==> config.mk <==
export PLATFORM = sky130hd
export DESIGN_NAME = spd_ram
export DESIGN_NICKNAME = d
export VERILOG_FILES = /design/src/rtl/spd_ram.sv
export SDC_FILE = /design/constraint.sdc
export NUM_CORES = 2
export LEC_CHECK = 0
export ABC_AREA = 0
export BUFFER_PORTS_ARGS = -buffer_cell sky130_fd_sc_hd__buf_4
export CAP_MARGIN = 20
export CORE_MARGIN = 1
export CORE_UTILIZATION = 60
export DETAILED_ROUTE_END_ITERATION = 16
export PLACE_DENSITY = 0.83
export SETUP_SLACK_MARGIN = 0.05
export SYNTH_ARGS = -nofsm -noshare
export SYNTH_HDL_FRONTEND = slang
export SYNTH_SLANG_ARGS = --single-unit
==> constraint.sdc <==
create_clock -name clk -period 3.5 [get_ports clk]
set_input_delay 1.05 -clock clk [delete_from_list [all_inputs] [get_ports clk]]
set_output_delay 1.05 -clock clk [all_outputs]
set_load 0.03 [all_outputs]
==> src/rtl/spd_ram.sv <==
//------------------------------------------------------------------------------
// spd_ram
// Single-port write, single-port read RAM with registered read data.
//------------------------------------------------------------------------------
module spd_ram #(
	parameter int WIDTH = 8,
	parameter int DEPTH = 256
) (
	input  logic                     clk,
	input  logic                     we,
	input  logic [$clog2(DEPTH)-1:0] waddr,
	input  logic [WIDTH-1:0]         wdata,
	input  logic [$clog2(DEPTH)-1:0] raddr,
	output logic [WIDTH-1:0]         rdata
);

	logic [WIDTH-1:0] mem [DEPTH];

	always_ff @(posedge clk) begin
		if (we) begin
			mem[waddr] <= wdata;
		end
		rdata <= mem[raddr];
	end

endmodule
# Yosys cells after proc, flatten, opt, wreduce, memory -nomap -nowiden
# Memory sizes are Yosys's and may differ from the RTL's. A register that Yosys moved wholly into a read port is not among the register bits.
# Index checks and enable logic that the tools add are counted.
dict set report totals {
  reg_bits 0
  latch_bits 0
  ramBits 2048
  romBits 0
  input_bits 26
  output_inout_bits 8
  memories 1
}
dict set report op_classes {
  n_addsub 0
  mul 0
  div 0
  n_lt_le_gt_ge 0
  n_eq_ne 0
  n_shift 0
  muxes 2
  n_bitwise 0
  n_reduce_logical 0
}
# memory words width read_ports rd_clocked_by_memory_dff write_ports line_no
set memory_table {}
lappend memory_table {mem 256 8 1 1 1 17} ;# logic [WIDTH-1:0] mem [DEPTH];
# operator count
set ops {}
lappend ops {{1-bit 2-to-1 mux} 2}

# Logic depth before layout (Yosys ltp)
dict set report logic_depth {
  word_depth 2
  depth_mapped 11
  ltp_nobuf 6
}

# Worst setup path after synthesis
# No wires, ideal clock.
dict set report synth_path {
  path_kind {input to register}
  from {in raddr[0]}
  to {reg rdata[2] (read register of mem)}
  setup_time_ns 0.131
  arrival_time_ns 2.857
  required_time_ns 3.369
  setup_slack_ns 0.512
  stages 9
  path_buffers 4
  path_cell_list {buf_6 -> buf_12 -> buf_8 -> buf_2 -> mux4_2 -> a22oi_1 -> a21oi_1 -> nor4_1 -> nor4_2}
}
# element line_no
set synth_rtl {}
lappend synth_rtl {{start: declaration} 13} ;# input logic [$clog2(DEPTH)-1:0] raddr,
lappend synth_rtl {{end: declaration} 14} ;# output logic [WIDTH-1:0] rdata

==> results_dict.tcl <==
set metrics [dict create \
    yosysTopAreaCellShare 0.773 \
    synth-main-ff-cell "edfxtp_1" \
    pin_count 34 \
    synthXorXnorAreaFrac 0 \
    drcViolationCount 0 \
    p_comb_frac 0.057 \
    die_width_um 366 \
    synth_top_family_by_area "multiplexers" \
    crit_required_ps 4180 \
    synth_top_area_cell "edfxtp_1" \
    yosys-top-cells-area "edfxtp_1 (77%), mux4_2 (13%), mux2i_1 (1.7%)" \
    drtIter0Drc 7217 \
    syn-instance-count 3733 \
    p_leak_uw 0.0297 \
    power_uw 50500 \
    yosys.area_share.simple 0.0263 \
    clock_latency_ps 810 \
    synth_mux_area_frac 0.146 \
    syn_area_per_cell_um2 21.3 \
    core_um2 131000 \
    postRouteWirelength_mm 216 \
    grt_max_degree 111 \
    portBuffers 33 \
    synth_edf_count 2048 \
    finalSetupViolCount 1 \
    synthArstFlopShare 0 \
    hold_path_class "in2reg" \
    violations "setup timing" \
    grt_pass1_vias 44800 \
    area_growth_pct 15.7 \
    placed_cells 5880 \
    place_ws_ps -664 \
    gp_congestion 0.883 \
    cp_max_fo 26 \
    worstHoldStart "wdata[2]" \
    num_rows 133 \
    synth-seq-cells 2056 \
    htreeDepth 4 \
    final_antenna_net_count 0 \
    start_kind "input port" \
    cts_tree "built" \
    clock_path_buffers 3 \
    syn_nets 3759 \
    fin_skew_ps 30.2 \
    power_frac_clock 0.405 \
    power_density_nw_per_um2 549 \
    grt_pass1_wl_mm 311 \
    dp_hpwl_mm 125 \
    wire_per_inst_um 34.6 \
    seq_area_frac_synth 0.775 \
    fin_nets 4344 \
    drt-vias-per-instance 7.04 \
    post_route_cells_drive_above_1_share 0.307 \
    firstDrtPassIters 6 \
    ys_types 55 \
    r2r-start "mem[174][1]" \
    cts_root_buf "clkbuf_16" \
    r2r_end "rdata[1]" \
    vdd_ir_drop_max_mv 0.499 \
    fin_ws_ps -14.3 \
    clock_sinks 2056 \
    whs_ps 829 \
    layoutNonFillerInstCount 6232 \
    crit_end "rdata[5]" \
    reg2reg_depth 7 \
    critPathCaptureType "flip-flop" \
    grt_usage 0.324 \
    die_area_um2 134000 \
    p_int_uw 39600 \
    hold_violations 0 \
    worstMarginPinSlew_ps 1010 \
    numCtsBuffers 191 \
    outcome "finished, violations left" \
    final.period_utilization 1.00 \
    fp.dieH_um 366 \
    max_cap_viol_count 0 \
    cts.clk_slew.worst_paths_ps 60 \
    antenna_found_initial 12 \
    p_switching_uw 11000 \
    startpoint "raddr[1]" \
    cts_hold_buf 0 \
    start_util 0.605 \
    slew_violations 0 \
    rsz0062_at_grt "no" \
    vias 43900 \
    min_period_ps 3510 \
    grt-ovfl-total 0 \
    path_class "in2reg" \
    synth_fa_ha_area_frac 0 \
    swShare 0.217 \
    max_freq_mhz 285 \
    yosysWarnings 0 \
    relSlewSlack 0.325 \
    post_cts.repair.setup_buffers 0 \
    synth_area_um2 79600 \
    synth_compound_area_frac 0.0342 \
    worstPathArrival_ps 4200 \
    r2r_setup_slack_ps 620 \
    seq_power_share 0.538 \
]
==> power by group through the flow <==
| stage | registers [uW] | clock network [uW] | logic (uW) |
|---|---|---|---|
| after floorplan | 27700 | 0 | 1320 |
| after global placement | 27700 | 0 | 2640 |
| after detailed placement | 27700 | 0 | 2720 |
| after CTS | 27200 | 20500 | 2800 |
| after global routing | 27200 | 21400 | 2930 |
| final | 27200 | 20500 | 2870 |
==> layer usage <==
layer,track usage,share of wire
met3,0.0828,0.14
met4,0.171,0.060
met1,0.417,0.32
met2,0.515,0.48
met5,0,0.00048
==> area by class of cell <==
cell class              count  area (um^2)
repair buffers            625         5610
inverters                   2         7.51
clock buffers             234         5060
multi-input cells        1442        16500
clock inverters           110          981
well taps                1755         2200
flip-flops and latches   2056        61700
diodes                      8         20.0
fillers                  7057        39400
==> sequential cells by signal, indices dropped and copies added, names as in the netlist <==
signal and count:
mem 2048, rdata 8
==> cell families (layout without fill, tap and decap cells) <==
group	after synthesis	after routing
flops	2056	2056
mux	591	591
simple gates	466	466
compound gates	385	385
buf+inv	235	971
other cells	0	8
==> Yosys cell counts (6+ instances only) <==
cell,number
a22oi_1,133
buf_12,8
o211ai_1,10
nand2_1,33
nor3_1,22
o221ai_1,46
a211oi_1,16
buf_2,31
a221oi_1,13
nor4_1,24
nand4_1,10
a21oi_1,96
o21ai_0,10
nor2b_1,31
edfxtp_1,2048
buf_8,13
buf_6,21
nor2_1,282
dfxtp_1,8
clkbuf_1,111
a22o_1,8
buf_1,22
nand3_1,34
and2_1,6
nand2b_1,8
mux4_2,454
o22ai_1,28
mux2i_1,134
buf_4,27
==> critical path, stage by stage <==
cell and delay [ps]:
buf_8 190, buf_12 210, or2b_1 380, buf_4 260
o221ai_1 390, a21oi_1 130, o32ai_1 710, nor3_1 260
buf_4 230, nor4_1 330
==> stage by stage <==
stage	util	area, um^2	setup TNS [ps]
2_1_floorplan	-	79600	0
3_3_place_gp	0.654	85900	-3110
3_5_place_dp	0.654	85900	-3420
4_1_cts	0.700	92000	0
5_1_grt	0.700	92000	0
6_report	0.700	92000	-14.3
==> cells in the final DEF, fill, tap and decap left out, drive strengths merged, types with 14 or more instances in the layout <==
master,synthesis,routed
a211oi,16,16
nor3,22,22
a21oi,96,96
bufinv,0,14
nand2,33,33
o22ai,28,28
nor2,282,282
nor2b,31,31
buf,122,617
nand3,34,34
clkbuf,111,242
mux2i,134,134
nor4,27,27
a221oi,14,14
clkinv,1,85
mux4,456,456
o221ai,47,47
a22oi,133,133
edfxtp,2048,2048
==> worst min path at each step <==
stage	to	slack [ps]	cells after the start
finish	mem[123][2]	830	1
global route	mem[113][2]	820	1
CTS	mem[34][2]	800	1
detailed placement	rdata[6]	1120	6
global placement	rdata[6]	1080	6
floorplan	rdata[3]	770	6
==> what timing repair did <==
item                                   CTS  global route
setup endpoints to repair                0             2
endpoints found under the hold margin    0             0
resized for setup                        0             2
Note: power is estimated with default switching activity, not from simulation.
